## config.mk

```make
export PLATFORM = sky130hd
export DESIGN_NAME = rx_ring_header_walker_top
export DESIGN_NICKNAME = d
export VERILOG_FILES = /design/src/rtl/rrhw_pkg.sv /design/src/rtl/rrhw_front.sv /design/src/rtl/rrhw_fifo.sv /design/src/rtl/rrhw_back.sv /design/src/rtl/rx_ring_header_walker_top.sv
export SDC_FILE = /design/constraint.sdc
export NUM_CORES = 1
export LEC_CHECK = 0
export BUFFER_PORTS_ARGS = -buffer_cell sky130_fd_sc_hd__clkbuf_2
export CAP_MARGIN = 10
export CORE_ASPECT_RATIO = 1.1
export CORE_MARGIN = 2
export CORE_UTILIZATION = 40
export CTS_CLUSTER_SIZE = 10
export DETAILED_ROUTE_END_ITERATION = 7
export SYNTH_ARGS = -nofsm -noshare
export SYNTH_HDL_FRONTEND = slang
export SYNTH_HIERARCHICAL = 1
export SYNTH_SLANG_ARGS = --single-unit
```

## constraint.sdc

```tcl
create_clock -name clk_i -period 8.4 [get_ports clk_i]
set_input_delay 1.68 -clock clk_i [delete_from_list [all_inputs] [get_ports clk_i]]
set_output_delay 1.68 -clock clk_i [all_outputs]
set_load 0.02 [all_outputs]
```

## src/rtl/rrhw_pkg.sv

```systemverilog
package rrhw_pkg;

  localparam int unsigned PAGE_BYTES = 256;
  localparam int unsigned PAGE_SHIFT = $clog2(PAGE_BYTES);
  localparam int unsigned HDR_BYTES  = 4;
  localparam int unsigned CRC_BYTES  = 4;
  localparam int unsigned MIN_FRAME  = 60;

  localparam logic [7:0] STAT_MASK = 8'h0f;
  localparam logic [7:0] STAT_GOOD = 8'h01;

  localparam logic [7:0]  RESET_START_PAGE = 8'd70;
  localparam logic [7:0]  RESET_STOP_PAGE  = 8'd128;
  localparam logic [15:0] RESET_MAX_LEN    = 16'd1514;

  localparam int unsigned CFG_IDX_W  = 2;
  localparam int unsigned CFG_DATA_W = 16;

  localparam logic [CFG_IDX_W-1:0] CFG_RING_START = 2'd0;
  localparam logic [CFG_IDX_W-1:0] CFG_RING_STOP  = 2'd1;
  localparam logic [CFG_IDX_W-1:0] CFG_MAX_LEN    = 2'd2;

  // queue depth, a power of two
  localparam int unsigned FIFO_DEPTH = 2;
  localparam int unsigned FIFO_AW    = $clog2(FIFO_DEPTH);

  typedef enum logic [1:0] {
    OC_EMPTY     = 2'd0,
    OC_DELIVERED = 2'd1,
    OC_DROPPED   = 2'd2,
    OC_RESET     = 2'd3
  } outcome_e;

  typedef struct packed {
    logic [7:0]  start_page;
    logic [7:0]  stop_page;
    logic [15:0] max_len;
  } cfg_t;

  // classified header, handed from front to back
  typedef struct packed {
    outcome_e    outcome;
    logic [15:0] frame_len;
    logic [7:0]  cur_page;
    logic [7:0]  boundary;
  } entry_t;

  typedef struct packed {
    logic full;
    logic empty;
  } fifo_status_t;

endpackage

```

## src/rtl/rrhw_front.sv

```systemverilog
module rrhw_front (
  input  logic                clk_i,
  input  logic                rst_ni,
  input  rrhw_pkg::cfg_t      cfg_i,
  input  logic                in_valid_i,
  input  logic                fifo_full_i,
  input  logic [7:0]          write_page_i,
  input  logic [7:0]          hdr_status_i,
  input  logic [7:0]          hdr_next_page_i,
  input  logic [7:0]          hdr_len_low_i,
  output logic                in_ready_o,
  output logic                push_o,
  output rrhw_pkg::entry_t    entry_o
);
  import rrhw_pkg::*;

  logic [7:0]         npp_q, npp_d;
  logic signed [10:0] pages_fwd, pages_wrap, pages;
  logic signed [19:0] len_s;
  logic               is_empty, bad_ptr, bad_len, ring_reset, good_stat;
  logic [7:0]         bnd_raw, bnd;

  assign in_ready_o = !fifo_full_i;
  assign push_o     = in_valid_i && in_ready_o;

  assign is_empty = (npp_q == write_page_i);

  assign pages_fwd  = $signed({3'b000, hdr_next_page_i}) - $signed({3'b000, npp_q}) - 11'sd1;
  assign pages_wrap = ($signed({3'b000, cfg_i.stop_page}) - $signed({3'b000, npp_q}))
                    + ($signed({3'b000, hdr_next_page_i}) - $signed({3'b000, cfg_i.start_page}))
                    - 11'sd1;

  always_comb begin
    pages = (hdr_next_page_i > npp_q) ? pages_fwd : pages_wrap;
    // count byte past the page body means one page less
    if (hdr_len_low_i > 8'(PAGE_BYTES - HDR_BYTES)) begin
      pages = pages - 11'sd1;
    end
  end

  assign len_s = $signed({pages[10], pages, 8'h00}) + $signed({12'h000, hdr_len_low_i})
               - 20'sd4;

  assign bad_ptr = (hdr_next_page_i < cfg_i.start_page) ||
                   (hdr_next_page_i >= cfg_i.stop_page);
  // negative lengths fall below the minimum too
  assign bad_len = (len_s < $signed(20'(MIN_FRAME))) ||
                   (!len_s[19] && (len_s[18:0] > {3'b000, cfg_i.max_len}));
  assign ring_reset = bad_ptr || bad_len;
  assign good_stat  = ((hdr_status_i & STAT_MASK) == STAT_GOOD);

  assign bnd_raw = hdr_next_page_i - 8'd1;
  assign bnd     = (bnd_raw < cfg_i.start_page) ? (cfg_i.stop_page - 8'd1) : bnd_raw;

  always_comb begin
    entry_o.cur_page  = npp_q;
    entry_o.outcome   = OC_EMPTY;
    entry_o.frame_len = '0;
    entry_o.boundary  = '0;
    npp_d             = npp_q;
    if (is_empty) begin
      entry_o.outcome = OC_EMPTY;
    end else if (ring_reset) begin
      entry_o.outcome  = OC_RESET;
      entry_o.boundary = cfg_i.stop_page - 8'd1;
      npp_d            = cfg_i.start_page;
    end else begin
      entry_o.boundary = bnd;
      npp_d            = hdr_next_page_i;
      if (good_stat) begin
        entry_o.outcome   = OC_DELIVERED;
        entry_o.frame_len = len_s[15:0];
      end else begin
        entry_o.outcome = OC_DROPPED;
      end
    end
  end

  always_ff @(posedge clk_i or negedge rst_ni) begin
    if (!rst_ni) begin
      npp_q <= RESET_START_PAGE;
    end else if (push_o) begin
      npp_q <= npp_d;
    end
  end

endmodule

```

## src/rtl/rrhw_fifo.sv

```systemverilog
module rrhw_fifo (
  input  logic                   clk_i,
  input  logic                   rst_ni,
  input  logic                   push_i,
  input  rrhw_pkg::entry_t       push_data_i,
  input  logic                   pop_i,
  output rrhw_pkg::entry_t       head_o,
  output rrhw_pkg::fifo_status_t status_o
);
  import rrhw_pkg::*;

  entry_t             mem_q [FIFO_DEPTH];
  logic [FIFO_AW-1:0] wr_ptr_q, rd_ptr_q;
  logic [FIFO_AW:0]   count_q;

  assign status_o.full  = (count_q == (FIFO_AW+1)'(FIFO_DEPTH));
  assign status_o.empty = (count_q == '0);
  assign head_o         = mem_q[rd_ptr_q];

  always_ff @(posedge clk_i) begin
    if (push_i) begin
      mem_q[wr_ptr_q] <= push_data_i;
    end
  end

  always_ff @(posedge clk_i or negedge rst_ni) begin
    if (!rst_ni) begin
      wr_ptr_q <= '0;
      rd_ptr_q <= '0;
      count_q  <= '0;
    end else begin
      if (push_i) begin
        wr_ptr_q <= wr_ptr_q + 1'b1;
      end
      if (pop_i) begin
        rd_ptr_q <= rd_ptr_q + 1'b1;
      end
      case ({push_i, pop_i})
        2'b10:   count_q <= count_q + 1'b1;
        2'b01:   count_q <= count_q - 1'b1;
        default: count_q <= count_q;
      endcase
    end
  end

endmodule

```

## src/rtl/rrhw_back.sv

```systemverilog
module rrhw_back (
  input  logic                   clk_i,
  input  logic                   rst_ni,
  input  rrhw_pkg::cfg_t         cfg_i,
  input  rrhw_pkg::entry_t       head_i,
  input  rrhw_pkg::fifo_status_t status_i,
  output logic                   pop_o,
  output logic                   out_valid_o,
  input  logic                   out_ready_i,
  output logic [1:0]             outcome_o,
  output logic [15:0]            frame_len_o,
  output logic [15:0]            first_addr_o,
  output logic [15:0]            first_count_o,
  output logic [15:0]            second_addr_o,
  output logic [15:0]            second_count_o,
  output logic [7:0]             boundary_page_o
);
  import rrhw_pkg::*;

  logic        out_valid_q;
  logic [1:0]  outcome_q;
  logic [15:0] frame_len_q, first_addr_q, first_count_q, second_addr_q, second_count_q;
  logic [7:0]  boundary_q;

  logic [15:0] data_addr, stop_addr, fc, sc;
  logic [16:0] end_addr;
  logic        delivered, wraps;

  assign pop_o = !status_i.empty && (!out_valid_q || out_ready_i);

  assign delivered = (head_i.outcome == OC_DELIVERED);
  assign data_addr = {head_i.cur_page, 8'(HDR_BYTES)};
  assign stop_addr = {cfg_i.stop_page, 8'h00};
  assign end_addr  = {1'b0, data_addr} + {1'b0, head_i.frame_len};
  assign wraps     = (end_addr >= {1'b0, stop_addr});

  always_comb begin
    fc = head_i.frame_len;
    sc = '0;
    if (wraps) begin
      // data may already start beyond the stop address
      fc = (data_addr < stop_addr) ? (stop_addr - data_addr) : 16'h0000;
      sc = head_i.frame_len - fc;
    end
  end

  always_ff @(posedge clk_i or negedge rst_ni) begin
    if (!rst_ni) begin
      out_valid_q <= 1'b0;
    end else if (pop_o) begin
      out_valid_q <= 1'b1;
    end else if (out_ready_i) begin
      out_valid_q <= 1'b0;
    end
  end

  always_ff @(posedge clk_i) begin
    if (pop_o) begin
      outcome_q   <= head_i.outcome;
      frame_len_q <= head_i.frame_len;
      boundary_q  <= head_i.boundary;
      if (delivered) begin
        first_addr_q   <= data_addr;
        first_count_q  <= fc;
        second_count_q <= sc;
        second_addr_q  <= (sc != '0) ? {cfg_i.start_page, 8'h00} : 16'h0000;
      end else begin
        first_addr_q   <= '0;
        first_count_q  <= '0;
        second_count_q <= '0;
        second_addr_q  <= '0;
      end
    end
  end

  assign out_valid_o     = out_valid_q;
  assign outcome_o       = outcome_q;
  assign frame_len_o     = frame_len_q;
  assign first_addr_o    = first_addr_q;
  assign first_count_o   = first_count_q;
  assign second_addr_o   = second_addr_q;
  assign second_count_o  = second_count_q;
  assign boundary_page_o = boundary_q;

endmodule

```

## src/rtl/rx_ring_header_walker_top.sv

```systemverilog
// channel  | handshake                  | payload
// cfg      | cfg_we_i                   | cfg_idx_i, cfg_wdata_i
// in       | in_valid_i / in_ready_o    | write_page_i, hdr_status_i, hdr_next_page_i,
//          |                            | hdr_len_low_i
// out      | out_valid_o / out_ready_i  | outcome_o, frame_len_o, first_addr_o, first_count_o,
//          |                            | second_addr_o, second_count_o, boundary_page_o
//
// one item per cycle sustained while out_ready_i stays high; the front classifies a
// header and updates the next-packet pointer in the cycle it is accepted, the back
// works out the copy spans. from acceptance an item passes through a two-entry
// queue and the output register before out_valid_o.
// reset restores the ring registers and sets the pointer to the ring start page.
// in_ready_o drops only when the queue is full; in a steady stream a stall on out
// fills it.
module rx_ring_header_walker_top (
  input  logic                           clk_i,
  input  logic                           rst_ni,
  input  logic                           cfg_we_i,
  input  logic [rrhw_pkg::CFG_IDX_W-1:0] cfg_idx_i,
  input  logic [rrhw_pkg::CFG_DATA_W-1:0] cfg_wdata_i,
  input  logic                           in_valid_i,
  output logic                           in_ready_o,
  input  logic [7:0]                     write_page_i,
  input  logic [7:0]                     hdr_status_i,
  input  logic [7:0]                     hdr_next_page_i,
  input  logic [7:0]                     hdr_len_low_i,
  output logic                           out_valid_o,
  input  logic                           out_ready_i,
  output logic [1:0]                     outcome_o,
  output logic [15:0]                    frame_len_o,
  output logic [15:0]                    first_addr_o,
  output logic [15:0]                    first_count_o,
  output logic [15:0]                    second_addr_o,
  output logic [15:0]                    second_count_o,
  output logic [7:0]                     boundary_page_o
);
  import rrhw_pkg::*;

  cfg_t         cfg_q;
  entry_t       push_entry, head_entry;
  fifo_status_t fifo_status;
  logic         push, pop;

  always_ff @(posedge clk_i or negedge rst_ni) begin
    if (!rst_ni) begin
      cfg_q.start_page <= RESET_START_PAGE;
      cfg_q.stop_page  <= RESET_STOP_PAGE;
      cfg_q.max_len    <= RESET_MAX_LEN;
    end else if (cfg_we_i) begin
      unique case (cfg_idx_i)
        CFG_RING_START: cfg_q.start_page <= cfg_wdata_i[7:0];
        CFG_RING_STOP:  cfg_q.stop_page  <= cfg_wdata_i[7:0];
        CFG_MAX_LEN:    cfg_q.max_len    <= cfg_wdata_i[15:0];
        default:        cfg_q            <= cfg_q;
      endcase
    end
  end

  rrhw_front u_front (
    .clk_i           (clk_i),
    .rst_ni          (rst_ni),
    .cfg_i           (cfg_q),
    .in_valid_i      (in_valid_i),
    .fifo_full_i     (fifo_status.full),
    .write_page_i    (write_page_i),
    .hdr_status_i    (hdr_status_i),
    .hdr_next_page_i (hdr_next_page_i),
    .hdr_len_low_i   (hdr_len_low_i),
    .in_ready_o      (in_ready_o),
    .push_o          (push),
    .entry_o         (push_entry)
  );

  rrhw_fifo u_fifo (
    .clk_i       (clk_i),
    .rst_ni      (rst_ni),
    .push_i      (push),
    .push_data_i (push_entry),
    .pop_i       (pop),
    .head_o      (head_entry),
    .status_o    (fifo_status)
  );

  rrhw_back u_back (
    .clk_i           (clk_i),
    .rst_ni          (rst_ni),
    .cfg_i           (cfg_q),
    .head_i          (head_entry),
    .status_i        (fifo_status),
    .pop_o           (pop),
    .out_valid_o     (out_valid_o),
    .out_ready_i     (out_ready_i),
    .outcome_o       (outcome_o),
    .frame_len_o     (frame_len_o),
    .first_addr_o    (first_addr_o),
    .first_count_o   (first_count_o),
    .second_addr_o   (second_addr_o),
    .second_count_o  (second_count_o),
    .boundary_page_o (boundary_page_o)
  );

`ifndef SYNTHESIS
  a_empty_zero: assert property (@(posedge clk_i) disable iff (!rst_ni)
    (out_valid_o && outcome_o == OC_EMPTY) |-> (frame_len_o == '0 && boundary_page_o == '0))
    else $error("empty ring item carries nonzero fields");

  a_spans_sum: assert property (@(posedge clk_i) disable iff (!rst_ni)
    (out_valid_o && outcome_o == OC_DELIVERED) |->
      ({1'b0, first_count_o} + {1'b0, second_count_o} == {1'b0, frame_len_o}))
    else $error("copy spans do not add up to the frame length");

  a_no_spans: assert property (@(posedge clk_i) disable iff (!rst_ni)
    (out_valid_o && outcome_o != OC_DELIVERED) |->
      (first_count_o == '0 && second_count_o == '0 && frame_len_o == '0))
    else $error("spans reported for an undelivered frame");

  a_queue_ready: assert property (@(posedge clk_i) disable iff (!rst_ni)
    (!out_valid_o) |-> in_ready_o)
    else $error("input stalled while the output side is empty");
`endif

endmodule

```

**Yosys cells after proc, flatten, opt, wreduce, memory -nomap -nowiden**

Memory sizes are Yosys's and may differ from the RTL's.
Index checks and enable logic that the tools add are counted.
W data, S select, Z words.

- Reductions and logical operators: 21
- Equal/unequal tests: 8
- Muxes and demuxes: 21
- Magnitude comparators: 9
- Add/sub/neg operators: 18
- Bitwise operators: 1

Operators with widths:

| kind | count |
|---|---|
| $mux W16 | 6 |
| $sub A11 B2 Y11 const B | 3 |
| $mux W8 | 4 |
| $sub A16 B16 Y16 | 2 |
| $sub A8 B8 Y9 | 3 |
| $mux W11 | 2 |
| $add A19 B9 Y20 | 1 |
| $lt A20 B7 Y1 const B | 1 |
| $sub A20 B4 Y20 const B | 1 |
| $gt A19 B16 Y1 | 1 |
| $add A16 B16 Y17 | 1 |
| $ge A17 B16 Y1 | 1 |
| $lt A16 B16 Y1 | 1 |
| $lt A8 B8 Y1 | 2 |
| $reduce_bool A16 Y1 | 1 |
| $sub A8 B1 Y8 const B | 2 |
| $add A11 B11 Y11 | 1 |
| $reduce_and A2 Y1 | 5 |
| $eq A8 B8 Y1 | 1 |
| $ge A8 B8 Y1 | 1 |
| $gt A8 B8 Y1 | 1 |
| $gt A8 B8 Y1 const B | 1 |
| $eq A2 B1 Y1 const B | 3 |
| $eq A2 B2 Y1 const B | 3 |
| 14 further kinds | 30 |

- Register bits: 135
- RAM bits: 68
- Output and inout bits: 92
- Memories kept: 1

Memory list:

| name | words | bits a word | rd ports | clocked after memory_dff | write ports | line | text |
|---|---|---|---|---|---|---|---|
| u_fifo.mem_q | 2 | 34 | 1 | 0 | 1 | rrhw_fifo.sv:12 | `entry_t mem_q [FIFO_DEPTH];` |

**Depth between registers and ports, before layout**

Gate-level depths: netlist of run 1.

- Depth after elaboration: 14
- Mapped depth: 34
- Mapped depth without buffers: 32

**By module**

The synthesis of run 1 kept the hierarchy.

Modules (own cells, without submodules):

| module | cells an instance | sequential area each (um2) | area each (um2) | instances |
|---|---|---|---|---|
| rrhw_back | 419 | 2277.2 | 4616.9 | 1 |
| rrhw_front | 597 | 203.9 | 4479.3 | 1 |
| rrhw_fifo | 122 | 2142.1 | 2788.9 | 1 |
| rx_ring_header_walker_top | 68 | 814.5 | 1236.2 | 1 |

**Worst setup path before layout of run 1**

Ideal clock, no wire load.

- Path kind: in2reg
- Start point: input port hdr_next_page_i[0]
- End point: memory u_fifo/mem_q[0][4] (netlist bit), data pin
- Path slack: 924 ps
- Path buffers: 2
- Required time: 8240 ps
- Arrival: 7316 ps
- Stages on the path: 30
- Cells stage by stage: inv_1 > ha_1 > inv_1 > fa_1 > xnor2_1 > ha_1 > inv_1 > ha_1 > a21o_1 > a21o_1 > a211oi_1 > nor2_1 > xor2_1 > mux2_2 > mux2i_1 > o21ai_1 > a21boi_0 > or2_2 > ha_1 > nand3_1 > or4_1 > a21oi_1 > o221ai_1 > a211oi_1 > o41ai_2 > a21o_1 > buf_6 > buf_6 > nor2_1 > mux2i_1

RTL lines:

| item | line | text |
|---|---|---|
| start, declared | rx_ring_header_walker_top.sv:25 | `input logic [7:0] hdr_next_page_i,` |
| end, declared | rrhw_fifo.sv:12 |  |

==> metrics.txt, run 1 <==
status=finished, final reports clean; Clock Latency Late Sink=around 440 ps; Post-synth EDFFs=around 140; fmax=between 0.1 and 0.15 GHz; total wire length=roughly 32 mm; Final setup viols=0; H-tree levels=4; worst-case reg-to-reg path depth=30; hold path cells=1; port bufs=around 130; die width=177 um; commonest non-fill, non-tap cell in the layout=edfxtp_1; most used cell, CP=ha_1; vias in the first global route=between 9,000 and 10,000; Total Die Area=roughly 0.034 mm^2; r2r setup slk=between 1000 and 1500 ps; core area=approximately 0.032 mm^2; crit end category=register; placed cell count=around 1,800; Setup Fix Bufs, Post-CTS=0; drt drc=0; Yosys top cell by area=edfxtp_1; clock root buffer=clkbuf_16; Tmin final=~7700 ps; cts repair resizes=0; CTS sink cnt=188; initial DRC count=601; Std-Cell Rows=69; dpl hpwl=25.2 mm; Max-Cap Viols=0; fin nets=between 1,500 and 2,000; pin count of the biggest net entering global routing=between 70 and 80; clock skew=7.87 ps; Initial Utilization=roughly two fifths; clock buffer depth=2; placed inst area=around 0.014 mm^2; TNS Setup=0 ps; Slew HR=between 20% and 30%; CP max stage cell=or4_1; Yosys reg bits=188; Num CTS Buffers=17; largest fanout on the critical path=11; Reg clk slew, reported paths=70 ps; initial antenna violation count=1; Cells after Synth=1,206; cell area after layout=~0.015 mm^2; r2r startpoint=cfg_q[25]; non-filler cells in the finished layout=roughly 1,800; gp weighted congestion=0.944; Max Slew Vio Count=0; io pins=roughly 150; endpoints failing hold=0; DR vias=approximately 9,400; share of the synthesized area in the top cell type=between 30% and 40%; Slew @ Worst Pin=between 1000 and 1500 ps; gr usage total=between 10% and 20%; area growth from synthesis to final layout=13.2%; Reg2Reg Capture Point=u_fifo/mem_q[0][33]; CP peak stage delay=about 610 ps; Via density=5.24; global route overflow=0; RSZ-0062 raised after global routing=false; commonest non-fill, non-tap cells in the layout=edfxtp_1, inv_1, clkbuf_2; syn avg cell area=10.9 um^2; WP data arrival=between 7000 and 8000 ps; Routed Antenna Nets=0; total number of yosys warnings=6; CP required=~8500 ps; Async SR Flop Fraction=between 20% and 30%; final worst-path cycle share=about 92%; final hold slack=approximately 500 ps; Syn Std Cell Area=0.0131 mm^2; Seq/Total Area, Yosys=between 40 and 50%; Die Y=~190 um; CTS tree=built; Hold Startpoint=cfg_q[11]; # fillers=3,058; Synth Flop Type=edfxtp_1; Hold Crit Class=reg2reg; share of layout cells above drive strength 1=between 20% and 30%; largest cells by area after synthesis=edfxtp_1, ha_1, dfrtp_1, inv_1, mux2_2; startpoint types=input port; Pre-antenna DRT Iters=5; wire length per cell=17.7 um; critical path type=in2reg; Netlist cell types=~100; Post-CTS Hold Buffers=0; ANT cells=0; Hold Crit Endpoint=cfg_q[11]; first-pass GRT wire length=roughly 49 mm
-- critical path, delay by kind of cell --
family          cells  cell delay (ps)
compound gates     11             2110
xor+xnor            2              330
fa+ha+maj           5             1460
buf+inv             6              660
mux                 2              440
simple gates        4             1170
-- flip-flops by register name, indices dropped and copies added, names as in the netlist --
register                count
u_back/out_valid_o          1
u_back/outcome_o            2
u_back/boundary_page_o      8
u_front/npp_q               8
u_fifo/rd_ptr_q             1
u_back/first_count_o       16
u_back/frame_len_o         16
u_fifo/count_q              2
u_fifo/mem_q               68
u_back/first_addr_o         9
u_back/second_addr_o        8
u_fifo/wr_ptr_q             1
u_back/second_count_o      16
cfg_q                      32
-- layer usage --
| metal | GRT usage (%) | vias to the layer above | wire [um] |
|---|---|---|---|
| met5 | 0 | - | 9 |
| met4 | 6.83 | 2 | 880 |
| met3 | 2.92 | 55 | 1000 |
| met2 | 33.3 | 192 | 16100 |
| met1 | 22.2 | 4525 | 13700 |
| li1 | - | 4635 | - |
-- how the worst max path moves through the flow --
| stage | cells after the start | to | slack, ps | startpoint |
|---|---|---|---|---|
| floorplan | 30 | u_fifo/mem_q[0][4] | 920 | hdr_next_page_i[0] |
| global placement | 31 | u_fifo/mem_q[0][2] | 310 | hdr_next_page_i[0] |
| detailed placement | 29 | u_fifo/mem_q[0][2] | 230 | hdr_next_page_i[0] |
| CTS | 32 | u_fifo/mem_q[0][33] | 650 | hdr_next_page_i[0] |
| global route | 33 | u_fifo/mem_q[1][23] | 260 | hdr_next_page_i[0] |
| finish | 30 | u_fifo/mem_q[0][33] | 660 | hdr_next_page_i[0] |
-- cells in the mapped netlist (12+ instances only) --
| cell type | n |
|---|---|
| a21o_1 | 22 |
| a21oi_1 | 55 |
| a31oi_1 | 12 |
| buf_4 | 18 |
| dfrtp_1 | 31 |
| dfstp_2 | 14 |
| edfxtp_1 | 143 |
| ha_1 | 119 |
| inv_1 | 129 |
| mux2_2 | 41 |
| mux2_4 | 29 |
| mux2i_1 | 15 |
| nand2_1 | 56 |
| nand2b_1 | 17 |
| nand3_1 | 30 |
| nor2_1 | 81 |
| nor2b_1 | 19 |
| nor3_1 | 26 |
| o211ai_1 | 12 |
| o21a_1 | 12 |
| o21ai_0 | 33 |
| o21ai_1 | 30 |
| xnor2_1 | 45 |
| xor2_1 | 32 |
-- kinds of logic (layout without fill, tap and decap cells) --
family / Yosys count / after routing / synth area share [%]
muxes: 87 / 87 / 8.24
xor gates and xnor gates: 80 / 80 / 5.57
buffers and inverters: 168 / 318 / 6.12
other: 1 / 15 / 0.0286
adders and majority gates: 125 / 125 / 12.3
AOI/OAI and AO/OA: 254 / 254 / 14.2
DFF: 188 / 188 / 41.4
and+or+nand+nor: 303 / 303 / 12.2
-- per-stage QoR --
| stage | worst slack (ps) | util, % |
|---|---|---|
| 3_3_place_gp | 309 | 44.2 |
| 5_1_grt | 259 | 46.0 |
| 4_1_cts | 646 | 46.0 |
| 3_5_place_dp | 232 | 44.2 |
| 6_report | 658 | 46.0 |
| 2_1_floorplan | 924 | - |
-- layout make-up --
type / count / area [um^2] / area share (%)
Clock buffer: 20 / 447 / 3.01
Multi-Input combinational cell: 864 / 6950 / 46.8
Tap cell: 426 / 533 / 3.59
Inverter: 130 / 488 / 3.29
Timing Repair Buffer: 156 / 866 / 5.83
Clock inverter: 12 / 135 / 0.910
Sequential cell: 188 / 5440 / 36.6
Power of run 1 is not shown: default switching activity piles up to over one toggle a cycle in this logic, so the estimate is an artifact.
==> inputs of run 2 (changes only) <==
Settings changed: CORE_UTILIZATION 40 to 45.
==> run 2 against run 1 <==
  * Sequential share of layout area down 0.33 points
  * Fmax is 0.36% lower
  * Register-to-register slack about the same
  * Hold slack got worse by 22 ps
  * Critical path type unchanged
==> metrics.txt, run 2 (synthesis results as in run 1) <==
gr usage total=21.0% (+2.5 points); Reg clk slew, reported paths=70 ps (about the same); Max-Cap Viols=0 (unchanged); critical path type=in2reg; Initial Utilization=45.7% (+5.1 points); clock root buffer=clkbuf_16; highest metal used=met4; gp weighted congestion=0.907 (-3.9%); area growth from synthesis to final layout=14.2%; Std-Cell Rows=65 (-5.8%); drt drc=0 (unchanged); Via density=5.43 (+3.7%); Num CTS Buffers=17 (unchanged); initial antenna violation count=0 (-1); clock skew=9.78 ps (+1.90 ps); startpoint types=input port; io pins=147 (unchanged); Clock Latency Late Sink=440 ps (about the same); r2r setup slk=1340 ps (about the same); WP data arrival=8030 ps (+200 ps); Reg2Reg Capture Point=u_fifo/mem_q[0][20]; Total Die Area=0.0305 mm^2 (-11%); crit end category=register; largest fanout on the critical path=13 (+2); Pre-antenna DRT Iters=5 (unchanged); most flop-heavy register=u_fifo/mem_q; H-tree levels=4 (unchanged); clock buffer depth=2 (unchanged); share of layout cells above drive strength 1=25.4% (+1.7 points); met2 WL=15.6 mm (-3.1%); Post-CTS Hold Buffers=0 (unchanged); Tmin final=7770 ps (+27.6 ps); cts repair resizes=0 (unchanged); Largest regs=u_fifo/mem_q: 68 flops, cfg_q: 32 flops; first-pass GRT wire length=49.8 mm (+1.1%); global route overflow=0 (unchanged); Final setup viols=0 (unchanged); CP peak stage delay=550 ps (-60 ps); Hold Crit Endpoint=u_fifo/count_q[1]; TNS Setup=0 ps (unchanged); r2r startpoint=cfg_q[25]; final worst-path cycle share=92.5% (+0.33 points); Routed Antenna Nets=0 (unchanged); Max Slew Vio Count=0 (unchanged); worst-case reg-to-reg path depth=31 (+3.3%); wire length per cell=17.8 um (+0.96%); most used cell, CP=ha_1; port bufs=127 (unchanged); pin count of the biggest net entering global routing=76 (-2.6%); vias in the first global route=9,306 (+2.0%); DR vias=9,608 (+2.1%); final hold slack=484 ps (-21.8 ps); endpoints failing hold=0 (unchanged); M1 WL=13.6 mm (-0.76%); Largest register FFs=68 (unchanged); CP max stage cell=or4_1; total wire length=31.5 mm (-0.56%); Setup Fix Bufs, Post-CTS=0 (unchanged); dpl hpwl=25.0 mm (-0.75%); fin nets=1,568 (+2.0%); status=finished, final reports clean; CP required=8660 ps (+170 ps); core area=0.0287 mm^2 (-11%); CTS tree=built; Hold Startpoint=u_fifo/count_q[1]; die width=167 um (-5.6%); WL met3=1.24 mm (+23%); Die Y=183 um (-5.6%); Hold Crit Class=reg2reg; ANT cells=0 (unchanged); commonest non-fill, non-tap cells in the layout=edfxtp_1, inv_1, clkbuf_2; RSZ-0062 raised after global routing=false; Slew @ Worst Pin=1100 ps (-43.9 ps); commonest non-fill, non-tap cell in the layout=edfxtp_1; hold path cells=1 (unchanged); fmax=0.129 GHz (-0.36%); initial DRC count=596 (-0.83%); CTS sink cnt=188 (unchanged); Slew HR=26.7% (+2.9 points)
-- run 2: cell types whose count changed in the layout (fill, tap and decap cells not counted) --
cell,delta
buf_4,+31
inv_6,+1
clkinv_4,+2
clkinvlp_4,-1
inv_8,+2
clkinv_8,+1
clkinv_1,+2
clkbuf_1,-2
clkinv_2,-2
bufinv_16,-2
clkbuf_8,-1
-- run 2: cell type report --
| class | instances | area, um^2 |
|---|---|---|
| Tap cell | 368 | 460 |
| Multi-Input combinational cell | 864 | 6950 |
| Inverter | 130 | 488 |
| Sequential cell | 188 | 5440 |
| Timing Repair Buffer | 187 | 1100 |
| Fill cell | 2624 | 13700 |
| Clock buffer | 17 | 425 |
| Clock inverter | 15 | 130 |
-- run 2: metrics by stage --
step	instance area (um^2)	cells	utilization [%]	setup WS, ps
floorplan	13200	1220	-	924
global placement	14400	1737	50.3	265
detailed placement	14400	1737	50.3	115
CTS	15000	1769	52.2	554
global route	15000	1769	52.2	46.0
finish	15000	1769	52.2	630
-- run 2: how the worst max path moves through the flow --
| stage | startpoint | slack (ps) | end | depth (start not counted) |
|---|---|---|---|---|
| after floorplan | hdr_next_page_i[0] | 920 | u_fifo/mem_q[0][4] | 30 |
| after global placement | hdr_next_page_i[0] | 260 | u_fifo/mem_q[0][5] | 31 |
| after detailed placement | hdr_next_page_i[0] | 120 | u_fifo/mem_q[0][27] | 31 |
| after CTS | hdr_next_page_i[0] | 550 | u_fifo/mem_q[0][27] | 31 |
| after global routing | hdr_next_page_i[0] | 50 | u_fifo/mem_q[0][27] | 33 |
| final | hdr_next_page_i[0] | 630 | u_fifo/mem_q[0][20] | 31 |
-- run 2: metal layers --
layer	global-route usage [%]	vias to the layer above
met2	37.0	227
met5	0	-
met1	25.7	4600
li1	-	4720
met3	3.43	61
met4	8.66	0
-- run 2: worst max-delay path: cells and delay by family --
family | cells | cell delay (ps)
and+or+nand+nor | 6 | 1390
xor gates and xnor gates | 2 | 320
adders and majority gates | 5 | 1450
AOI/OAI and AO/OA | 10 | 2080
buffers and inverters | 6 | 650
muxes | 2 | 440
Power of run 2 is left out for the same reason.
